File: config.mk
export PLATFORM = sky130hd
export DESIGN_NAME = hill_cipher_3x3_mod95_core
export DESIGN_NICKNAME = d
export VERILOG_FILES = /design/src/sv/hcc_pkg.sv /design/src/sv/hcc_front.sv /design/src/sv/hcc_queue.sv /design/src/sv/hcc_back.sv /design/src/sv/hill_cipher_3x3_mod95_core.sv
export SDC_FILE = /design/constraint.sdc
export NUM_CORES = 1
export LEC_CHECK = 0
export BUFFER_PORTS_ARGS = -buffer_cell sky130_fd_sc_hd__buf_2
export CAP_MARGIN = 20
export CORE_ASPECT_RATIO = 1.2
export CORE_UTILIZATION = 45
export CTS_CLUSTER_DIAMETER = 120
export DETAILED_ROUTE_END_ITERATION = 10
export SLEW_MARGIN = 10
export SYNTH_ARGS = -nofsm -noshare
export SYNTH_HDL_FRONTEND = slang
export SYNTH_SLANG_ARGS = --single-unit
export TNS_END_PERCENT = 100
File: constraint.sdc
create_clock -name i_clk -period 6.8 [get_ports i_clk]
set_input_delay 1.02 -clock i_clk [delete_from_list [all_inputs] [get_ports i_clk]]
set_output_delay 1.02 -clock i_clk [all_outputs]
set_load 0.005 [all_outputs]
File: src/sv/hcc_pkg.sv
// Shared types, constants and helpers for the 3x3 mod-95 Hill cipher core.
package hcc_pkg;

    localparam int unsigned ALPHA_SIZE  = 95;
    localparam int unsigned PAD_SYMBOL  = 33;
    localparam int unsigned FIRST_CHAR  = 32;
    localparam int unsigned LAST_CHAR   = 126;
    localparam int unsigned KEY_W       = 63;
    localparam int unsigned SYM_W       = 7;
    localparam int unsigned PROD_W      = 14;
    localparam int unsigned SUM_W       = 15;
    localparam int unsigned QUOT_W      = 9;
    // floor(2^18 / 95); the quotient estimate is low by at most one
    localparam int unsigned RECIP       = 2759;
    localparam int unsigned RECIP_SHIFT = 18;
    localparam int unsigned RECIP_W     = 12;
    localparam int unsigned MUL_W       = SUM_W + RECIP_W;

    // Register indexes, taken from paddr[4:3]
    localparam logic [1:0] REG_KEY  = 2'd0;
    localparam logic [1:0] REG_MODE = 2'd1;
    localparam logic [1:0] REG_DROP = 2'd2;

    typedef struct packed {
        logic [KEY_W-1:0] key;
        logic             decrypt;
        logic [1:0]       drop;
    } t_cfg;

    typedef struct packed {
        logic             bad;
        logic             last;
        logic [1:0]       pads;
        logic [1:0]       nres;
        logic [SYM_W-1:0] v0;
        logic [SYM_W-1:0] v1;
        logic [SYM_W-1:0] v2;
    } t_cmd;

    // Key entry idx, reduced into 0..94
    function automatic logic [SYM_W-1:0] key_entry(input logic [KEY_W-1:0] key,
                                                   input logic [3:0] idx);
        logic [SYM_W-1:0] raw;
        raw = key[SYM_W*idx +: SYM_W];
        if (raw >= SYM_W'(ALPHA_SIZE)) begin
            return raw - SYM_W'(ALPHA_SIZE);
        end
        return raw;
    endfunction

endpackage

File: src/sv/hcc_front.sv
// Front end: checks characters, gathers symbols into blocks and issues commands.
module hcc_front (
    input  logic          i_clk,
    input  logic          i_rst_n,
    input  logic          i_valid,
    output logic          o_stall,
    input  logic [7:0]    i_char,
    input  logic          i_last,
    input  hcc_pkg::t_cfg i_cfg,
    input  logic          i_full,
    output logic          o_push,
    output hcc_pkg::t_cmd o_cmd
);
    import hcc_pkg::*;

    logic [SYM_W-1:0] r_buf0, r_buf1;
    logic [SYM_W-1:0] n_buf0, n_buf1;
    logic [1:0]       r_count, n_count;
    logic             accept;
    logic             char_ok;
    logic [SYM_W-1:0] sym;
    logic [7:0]       offs;

    assign o_stall = i_full;
    assign accept  = i_valid && !i_full;
    assign char_ok = (i_char >= 8'(FIRST_CHAR)) && (i_char <= 8'(LAST_CHAR));
    assign offs    = i_char - 8'(FIRST_CHAR);
    assign sym     = offs[SYM_W-1:0];

    always_comb begin
        n_buf0  = r_buf0;
        n_buf1  = r_buf1;
        n_count = r_count;
        o_push  = 1'b0;
        o_cmd   = '0;
        if (accept) begin
            if (!char_ok) begin
                // drop the character; a bad last one also ends the message
                o_push      = 1'b1;
                o_cmd.bad   = 1'b1;
                o_cmd.last  = i_last;
                o_cmd.nres  = 2'd1;
                if (i_last) begin
                    n_count = 2'd0;
                end
            end else if (!i_last && r_count < 2'd2) begin
                if (r_count == 2'd0) begin
                    n_buf0 = sym;
                end else begin
                    n_buf1 = sym;
                end
                n_count = r_count + 2'd1;
            end else begin
                o_push     = 1'b1;
                o_cmd.last = i_last;
                o_cmd.v0   = (r_count != 2'd0) ? r_buf0 : sym;
                o_cmd.v1   = (r_count == 2'd2) ? r_buf1 :
                             (r_count == 2'd1) ? sym : SYM_W'(PAD_SYMBOL);
                o_cmd.v2   = (r_count == 2'd2) ? sym : SYM_W'(PAD_SYMBOL);
                o_cmd.pads = 2'd2 - r_count;
                o_cmd.nres = (i_last && i_cfg.decrypt) ? 2'd3 - i_cfg.drop : 2'd3;
                n_count    = 2'd0;
            end
        end
    end

    always_ff @(posedge i_clk) begin
        if (!i_rst_n) begin
            r_count <= 2'd0;
            r_buf0  <= '0;
            r_buf1  <= '0;
        end else begin
            r_count <= n_count;
            r_buf0  <= n_buf0;
            r_buf1  <= n_buf1;
        end
    end

endmodule

File: src/sv/hcc_queue.sv
// Small command queue between the front and back ends.
module hcc_queue #(
    parameter int DEPTH = 4
) (
    input  logic          i_clk,
    input  logic          i_rst_n,
    input  logic          i_push,
    input  hcc_pkg::t_cmd i_cmd,
    output logic          o_full,
    input  logic          i_pop,
    output hcc_pkg::t_cmd o_cmd,
    output logic          o_empty
);
    import hcc_pkg::*;

    localparam int PW = $clog2(DEPTH);
    localparam int CW = $clog2(DEPTH + 1);

    t_cmd          r_mem [DEPTH];
    logic [PW-1:0] r_wr, r_rd;
    logic [CW-1:0] r_cnt;
    logic          do_push, do_pop;

    assign o_full  = (r_cnt == CW'(DEPTH));
    assign o_empty = (r_cnt == '0);
    assign do_push = i_push && !o_full;
    assign do_pop  = i_pop && !o_empty;
    assign o_cmd   = r_mem[r_rd];

    always_ff @(posedge i_clk) begin
        if (do_push) begin
            r_mem[r_wr] <= i_cmd;
        end
    end

    always_ff @(posedge i_clk) begin
        if (!i_rst_n) begin
            r_wr  <= '0;
            r_rd  <= '0;
            r_cnt <= '0;
        end else begin
            if (do_push) begin
                r_wr <= (r_wr == PW'(DEPTH - 1)) ? '0 : r_wr + 1'b1;
            end
            if (do_pop) begin
                r_rd <= (r_rd == PW'(DEPTH - 1)) ? '0 : r_rd + 1'b1;
            end
            r_cnt <= r_cnt + CW'(do_push) - CW'(do_pop);
        end
    end

endmodule

File: src/sv/hcc_back.sv
// Back end: unless the output stalls, issues one matrix row per cycle and reduces it mod 95 in a pipeline.
module hcc_back (
    input  logic          i_clk,
    input  logic          i_rst_n,
    input  hcc_pkg::t_cfg i_cfg,
    input  hcc_pkg::t_cmd i_cmd,
    input  logic          i_empty,
    output logic          o_pop,
    output logic          o_valid,
    input  logic          i_stall,
    output logic [7:0]    o_char,
    output logic          o_last,
    output logic          o_bad,
    output logic [1:0]    o_pads
);
    import hcc_pkg::*;

    // command being issued
    t_cmd r_cur;
    logic r_cur_vld;
    logic [1:0] r_row;

    // stage 1: products
    logic              r_s1_vld, r_s1_bad, r_s1_last;
    logic [1:0]        r_s1_pads;
    logic [PROD_W-1:0] r_p0, r_p1, r_p2;
    // stage 2: row sum
    logic              r_s2_vld, r_s2_bad, r_s2_last;
    logic [1:0]        r_s2_pads;
    logic [SUM_W-1:0]  r_s2_sum;
    // stage 3: quotient estimate
    logic              r_s3_vld, r_s3_bad, r_s3_last;
    logic [1:0]        r_s3_pads;
    logic [SUM_W-1:0]  r_s3_sum;
    logic [QUOT_W-1:0] r_s3_q;
    // output register
    logic              r_ov, r_olast, r_obad;
    logic [1:0]        r_opads;
    logic [7:0]        r_ochar;

    logic             adv, last_row, issue;
    logic [SYM_W-1:0] k0, k1, k2;
    logic [MUL_W-1:0] qprod;
    logic [SUM_W-1:0] rem_w;
    logic [7:0]       rem, rem_fix;

    assign adv      = !r_ov || !i_stall;
    assign last_row = (r_row == r_cur.nres - 2'd1);
    assign issue    = r_cur_vld && adv;
    assign o_pop    = !i_empty && (!r_cur_vld || (issue && last_row));

    always_comb begin
        unique case (r_row)
            2'd0: begin
                k0 = key_entry(i_cfg.key, 4'd0);
                k1 = key_entry(i_cfg.key, 4'd1);
                k2 = key_entry(i_cfg.key, 4'd2);
            end
            2'd1: begin
                k0 = key_entry(i_cfg.key, 4'd3);
                k1 = key_entry(i_cfg.key, 4'd4);
                k2 = key_entry(i_cfg.key, 4'd5);
            end
            default: begin
                k0 = key_entry(i_cfg.key, 4'd6);
                k1 = key_entry(i_cfg.key, 4'd7);
                k2 = key_entry(i_cfg.key, 4'd8);
            end
        endcase
    end

    assign qprod   = MUL_W'(r_s2_sum) * MUL_W'(RECIP);
    assign rem_w   = r_s3_sum - SUM_W'(r_s3_q) * SUM_W'(ALPHA_SIZE);
    assign rem     = rem_w[7:0];
    assign rem_fix = (rem >= 8'(ALPHA_SIZE)) ? rem - 8'(ALPHA_SIZE) : rem;

    always_ff @(posedge i_clk) begin
        if (!i_rst_n) begin
            r_cur_vld <= 1'b0;
            r_row     <= 2'd0;
            r_s1_vld  <= 1'b0;
            r_s2_vld  <= 1'b0;
            r_s3_vld  <= 1'b0;
            r_ov      <= 1'b0;
        end else begin
            if (o_pop) begin
                r_cur_vld <= 1'b1;
                r_row     <= 2'd0;
            end else if (issue) begin
                if (last_row) begin
                    r_cur_vld <= 1'b0;
                end
                r_row <= r_row + 2'd1;
            end
            if (adv) begin
                r_s1_vld <= issue;
                r_s2_vld <= r_s1_vld;
                r_s3_vld <= r_s2_vld;
                r_ov     <= r_s3_vld;
            end
        end
    end

    always_ff @(posedge i_clk) begin
        if (o_pop) begin
            r_cur <= i_cmd;
        end
        if (adv) begin
            r_s1_bad  <= r_cur.bad;
            r_s1_last <= r_cur.last && last_row;
            r_s1_pads <= (r_cur.last && last_row) ? r_cur.pads : 2'd0;
            r_p0      <= PROD_W'(k0) * PROD_W'(r_cur.v0);
            r_p1      <= PROD_W'(k1) * PROD_W'(r_cur.v1);
            r_p2      <= PROD_W'(k2) * PROD_W'(r_cur.v2);

            r_s2_bad  <= r_s1_bad;
            r_s2_last <= r_s1_last;
            r_s2_pads <= r_s1_pads;
            r_s2_sum  <= SUM_W'(r_p0) + SUM_W'(r_p1) + SUM_W'(r_p2);

            r_s3_bad  <= r_s2_bad;
            r_s3_last <= r_s2_last;
            r_s3_pads <= r_s2_pads;
            r_s3_sum  <= r_s2_sum;
            r_s3_q    <= qprod[RECIP_SHIFT +: QUOT_W];

            r_obad    <= r_s3_bad;
            r_olast   <= r_s3_last;
            r_opads   <= r_s3_bad ? 2'd0 : r_s3_pads;
            r_ochar   <= r_s3_bad ? 8'd0 : 8'(FIRST_CHAR) + rem_fix;
        end
    end

    assign o_valid = r_ov;
    assign o_char  = r_ochar;
    assign o_last  = r_olast;
    assign o_bad   = r_obad;
    assign o_pads  = r_opads;

endmodule

File: src/sv/hill_cipher_3x3_mod95_core.sv
// Top level of the streaming 3x3 Hill cipher over printable ASCII (mod 95).
//
// The core takes one character per cycle and, at full speed, returns one
// result per cycle. The front end checks each character, buffers symbols
// (code minus 32) and, once three are gathered or the message ends, hands a
// block command to a QUEUE_DEPTH-entry queue. An out-of-range character
// becomes a one-result command with bad_char set and out_char 0; if it is
// marked last, any partial block is discarded. The back end pulls commands
// and issues one key-matrix row per cycle through a four-register pipeline
// (three 7x7 products, row sum, reciprocal quotient estimate, remainder with
// one correction), so a block issues a row per result and a bad character
// one row. That single row-per-cycle pipeline sets the throughput; the
// completing character's command goes through the queue, command register
// and pipeline ahead of its first result. A final partial block is padded
// with symbol 33 ('A') and pad_added reports the pad count on the last
// result. In decrypt mode the last pad_drop results of the final block are
// suppressed (at least one remains) and the last one returned carries
// out_last. Either side may stall on its own: the input stalls only when the
// queue is full, the output holds its item while stalled.
// Registers (64-bit APB, byte address 8*i): 0 key_matrix (nine 7-bit entries,
// row-major, each used mod 95), 1 decrypt_mode, 2 pad_drop (3 saturates to 2).
// Write configuration only while the core is idle.
module hill_cipher_3x3_mod95_core #(
    parameter int QUEUE_DEPTH = 4
) (
    input  logic        i_clk,
    input  logic        i_rst_n,
    // input items
    input  logic        i_valid,
    output logic        o_stall,
    input  logic [7:0]  i_in_char,
    input  logic        i_in_last,
    // result items
    output logic        o_valid,
    input  logic        i_stall,
    output logic [7:0]  o_out_char,
    output logic        o_out_last,
    output logic        o_bad_char,
    output logic [1:0]  o_pad_added,
    // configuration
    input  logic        psel,
    input  logic        penable,
    input  logic        pwrite,
    input  logic [4:0]  paddr,
    input  logic [63:0] pwdata,
    output logic [63:0] prdata,
    output logic        pready
);
    import hcc_pkg::*;

    t_cfg       r_cfg;
    logic       cfg_wr;
    logic [1:0] reg_idx;
    logic [1:0] drop_in;

    t_cmd front_cmd, queue_cmd;
    logic front_push, queue_full, queue_empty, back_pop;

    // Register file: decode on paddr[4:3], ignore the byte offset
    assign pready  = 1'b1;
    assign reg_idx = paddr[4:3];
    assign cfg_wr  = psel && penable && pwrite && pready;
    assign drop_in = (pwdata[1:0] == 2'd3) ? 2'd2 : pwdata[1:0];

    always_ff @(posedge i_clk) begin
        if (!i_rst_n) begin
            r_cfg <= '0;
        end else if (cfg_wr) begin
            unique case (reg_idx)
                REG_KEY:  r_cfg.key     <= pwdata[KEY_W-1:0];
                REG_MODE: r_cfg.decrypt <= pwdata[0];
                REG_DROP: r_cfg.drop    <= drop_in;
                default:  ;
            endcase
        end
    end

    always_comb begin
        unique case (reg_idx)
            REG_KEY:  prdata = 64'(r_cfg.key);
            REG_MODE: prdata = 64'(r_cfg.decrypt);
            REG_DROP: prdata = 64'(r_cfg.drop);
            default:  prdata = '0;
        endcase
    end

    hcc_front u_front (
        .i_clk   (i_clk),
        .i_rst_n (i_rst_n),
        .i_valid (i_valid),
        .o_stall (o_stall),
        .i_char  (i_in_char),
        .i_last  (i_in_last),
        .i_cfg   (r_cfg),
        .i_full  (queue_full),
        .o_push  (front_push),
        .o_cmd   (front_cmd)
    );

    hcc_queue #(
        .DEPTH (QUEUE_DEPTH)
    ) u_queue (
        .i_clk   (i_clk),
        .i_rst_n (i_rst_n),
        .i_push  (front_push),
        .i_cmd   (front_cmd),
        .o_full  (queue_full),
        .i_pop   (back_pop),
        .o_cmd   (queue_cmd),
        .o_empty (queue_empty)
    );

    hcc_back u_back (
        .i_clk   (i_clk),
        .i_rst_n (i_rst_n),
        .i_cfg   (r_cfg),
        .i_cmd   (queue_cmd),
        .i_empty (queue_empty),
        .o_pop   (back_pop),
        .o_valid (o_valid),
        .i_stall (i_stall),
        .o_char  (o_out_char),
        .o_last  (o_out_last),
        .o_bad   (o_bad_char),
        .o_pads  (o_pad_added)
    );

endmodule

==> impl_metrics.json <==
{
  "clkSinkCount": 328,
  "synthCells": 2150,
  "syn_area_mm2": 0.0236,
  "hp-start": "u_back.r_cur[26]",
  "synth-seq-cells": 328,
  "p_seq_share_pct": 25.9,
  "viasPerCell": 5.20,
  "cts-buffers-inserted": 38,
  "io_pins": 164,
  "finClkSkew_ps": 48.1,
  "synth_area_leaders": "edfxtp_1, fa_1, ha_1",
  "synthAdderAreaFrac_pct": 26.6,
  "overflow": 0,
  "dp_cells": 2966,
  "post-route-util_pct": 51.5,
  "syn_area_per_cell_um2": 11.0,
  "cts_buffer_depth": 3,
  "maxCapViolCount": 0,
  "cts_hold_buf": 0,
  "slowest_stage": "a221oi_2",
  "root_buffer": "clkbuf_16",
  "die_h_um": 253,
  "hold_viol": 0,
  "syn_to_final_growth_pct": 12.6,
  "synth_xor_area_share_pct": 3.74,
  "synth_compound_area_share_pct": 8.86,
  "gp_congestion": 0.880,
  "drt_iter0_drc": 715,
  "cts_tree": "done",
  "slew_headroom_pct": 33.8,
  "crit_path_start": "r_cfg[38]",
  "die-area_mm2": 0.0533,
  "finalCritPeriodShare_pct": 91.8,
  "p_sw_share_pct": 40.4,
  "clkPwrFrac_pct": 17.9,
  "wl_per_cell_um": 16.7,
  "synth_top_family_by_area": "adder cells",
  "required_ps": 7090,
  "synth_ff_type": "edfxtp_1",
  "dieWidth_um": 211,
  "grt_pass1_vias": 16514,
  "hp-class": "register to register",
  "synthMuxAreaShare_pct": 4.14,
  "final_cells": 3034,
  "slowest_delay_ps": 630,
  "status": "completed",
  "route.detailed.drc": 0,
  "synth_top_area_share_pct": 29.5,
  "cp-end-kind": "register",
  "regArea_mm2": 0.00889,
  "hpwl_um": 38200,
  "htree_levels": 2,
  "path_class": "register to register",
  "synth_top_area_cell": "edfxtp_1",
  "fmax_mhz": 160,
  "antenna_left": 0,
  "final_cell_area_mm2": 0.0265,
  "worstPathArrival_ps": 6530,
  "path_cells": "ha_1, a21oi_1, nor2_1, o21ai_0, mux2_2, a221oi_2, nand2b_1, fa_1, fa_1, inv_1, fa_1, inv_1, fa_1, inv_1, ha_1, inv_1, o21bai_1, a21oi_1, o21ai_0, a21o_1, a21oi_1, xnor2_1",
  "leakagePower_nw": 12.0,
  "clk_pin_slew_ps": 60,
  "timing.rr.start": "r_cfg[38]",
  "critPathLaunchType": "register",
  "clock_latency_ps": 580,
  "yosysWarnings": 0,
  "worst_pin_slew_ps": 983,
  "rows": 91,
  "cts_resized": 0,
  "grt_max_degree": 96,
  "tns_ps": 0,
  "cts_setup_buffers": 0,
  "nNetsFinal": 2801,
  "wirelength_um": 50600,
  "drv_slew": 0,
  "min_period_ps": 6240,
  "ys_types": 71,
  "placed_area_mm2": 0.0252,
  "p_int_mw": 7.12,
  "synthArstFlopShare_pct": 0,
  "drive_gt1_share_pct": 12.8,
  "first_pass_iters": 5,
  "finalSetupViolations": 0,
  "grt_use_total_pct": 19.6,
  "coreArea_mm2": 0.0516,
  "diodes": 0,
  "p_sw_mw": 4.83,
  "ir_worst_vdd_uv": 992,
  "cp_max_fo": 7,
  "p_comb_share_pct": 56.3,
  "synth-simple-area-share_pct": 14.1,
  "powerDensity_mw_per_mm2": 450,
  "io_buffer_count": 157,
  "rsz0062_at_grt": "no",
  "multi_input_comb_area_mm2": 0.0136,
  "ys_seq_area_share_pct": 37.7,
  "vias": 15773,
  "synth_edf_count": 232,
  "grt_first_pass_wirelength_um": 83300,
  "antenna_found_initial": 0,
  "start_util_pct": 45.7,
  "fillers": 4617,
  "fin_total_pwr_mw": 11.9,
  "syn_nets": 2641
}
-- cells by family (layout without fill, tap and decap cells) --
kind of cell	Yosys count	count (layout)
muxes	63	63
buffers and inverters	298	485
DFF	328	328
AOI/OAI and AO/OA	312	312
xor gates and xnor gates	99	99
adders and majority gates	406	406
other	2	2
and+or+nand+nor	642	642
-- layout make-up --
cell class | count | share of cell area, %
well taps | 697 | 3.29
flip-flops and latches | 328 | 33.5
repair buffers | 182 | 3.76
clock buffers | 45 | 3.68
clock inverters | 22 | 1.23
multi-input cells | 1524 | 51.2
inverters | 236 | 3.34
-- cell usage after synthesis, types with 52 or more instances --
library cell and n:
ha_1 246, inv_1 236, edfxtp_1 232, nand2_1 210, fa_1 160, nor2b_1 104, and2_1 101, dfxtp_1 96
a21oi_1 81, nor2_1 72, a21boi_0 69, xnor2_1 64, clkbuf_1 52, o21ai_0 52
-- power groups by stage --
stage          registers (mW)  clock network (mW)  logic [mW]
6_report                 3.09                2.13        6.72
2_1_floorplan            2.96                   0        5.71
3_5_place_dp             3.17                   0        6.77
4_1_cts                  3.13                2.19        6.82
5_1_grt                  3.14                2.25        7.65
3_3_place_gp             3.16                   0        6.65
-- state kept, by name, indices dropped and copies added (netlist names), 3 cells and up --
register	flops
u_back.o_char	8
u_front.r_buf1	7
u_back.r_p2	14
u_front.r_buf0	7
u_back.r_s3_q	8
u_back.r_s2_sum	15
r_cfg	66
u_back.r_s3_sum	8
u_queue.r_cnt	3
u_queue.r_mem	108
u_back.r_p0	14
u_back.r_cur	27
u_back.r_p1	14
-- layer usage --
metal / GRT usage, % / up-vias / routed length (um)
met4: 6.96 / 0 / 1590
met2: 36.3 / 324 / 26600
met1: 23.0 / 7701 / 20600
li1: - / 7661 / -
met5: 0 / - / 0
met3: 2.75 / 87 / 1840
-- worst max-delay path: cells and delay by family (launching register included) --
kind,cells,cell delay (ps)
flops,1,370
mux,1,410
compound gates,8,1910
buf+inv,4,230
simple gates,2,270
fa+ha+maj,6,2670
xor+xnor,1,80
-- per-stage QoR --
step / hold slack [ps] / setup WS [ps]
3_3_place_gp: 401 / 733
4_1_cts: 420 / 567
2_1_floorplan: 400 / 212
6_report: 419 / 557
5_1_grt: 420 / 240
3_5_place_dp: 406 / 643
-- cell usage in the layout (no fill, tap or decap), types with 11 or more instances in the layout --
cell type	synthesis	routed
ha_1	246	246
inv_1	236	236
edfxtp_1	232	232
nand2_1	210	209
fa_1	160	160
buf_2	3	157
nor2b_1	104	104
and2_1	101	97
dfxtp_1	96	95
a21oi_1	81	80
nor2_1	72	71
a21boi_0	69	69
xnor2_1	64	64
o21ai_0	52	52
nand2b_1	43	43
clkbuf_16	0	38
xor2_1	33	33
mux2i_1	29	29
nand3_1	27	27
mux4_2	27	27
buf_4	3	23
and3_1	19	19
nand4_1	19	19
a21o_1	18	18
nor3_1	16	15
o21a_1	11	11
-- worst paths after layout --
kind                            cells past startpoint  slack (ps)         endpoint
worst min register to register                      0         420  u_back.r_s1_bad
worst min-delay path                                0         420  u_back.r_s1_bad
worst max register to register                     22         560  u_back.r_p2[12]
worst max-delay path                               22         560  u_back.r_p2[12]
No activity file was read; power rests on OpenSTA's default activity.
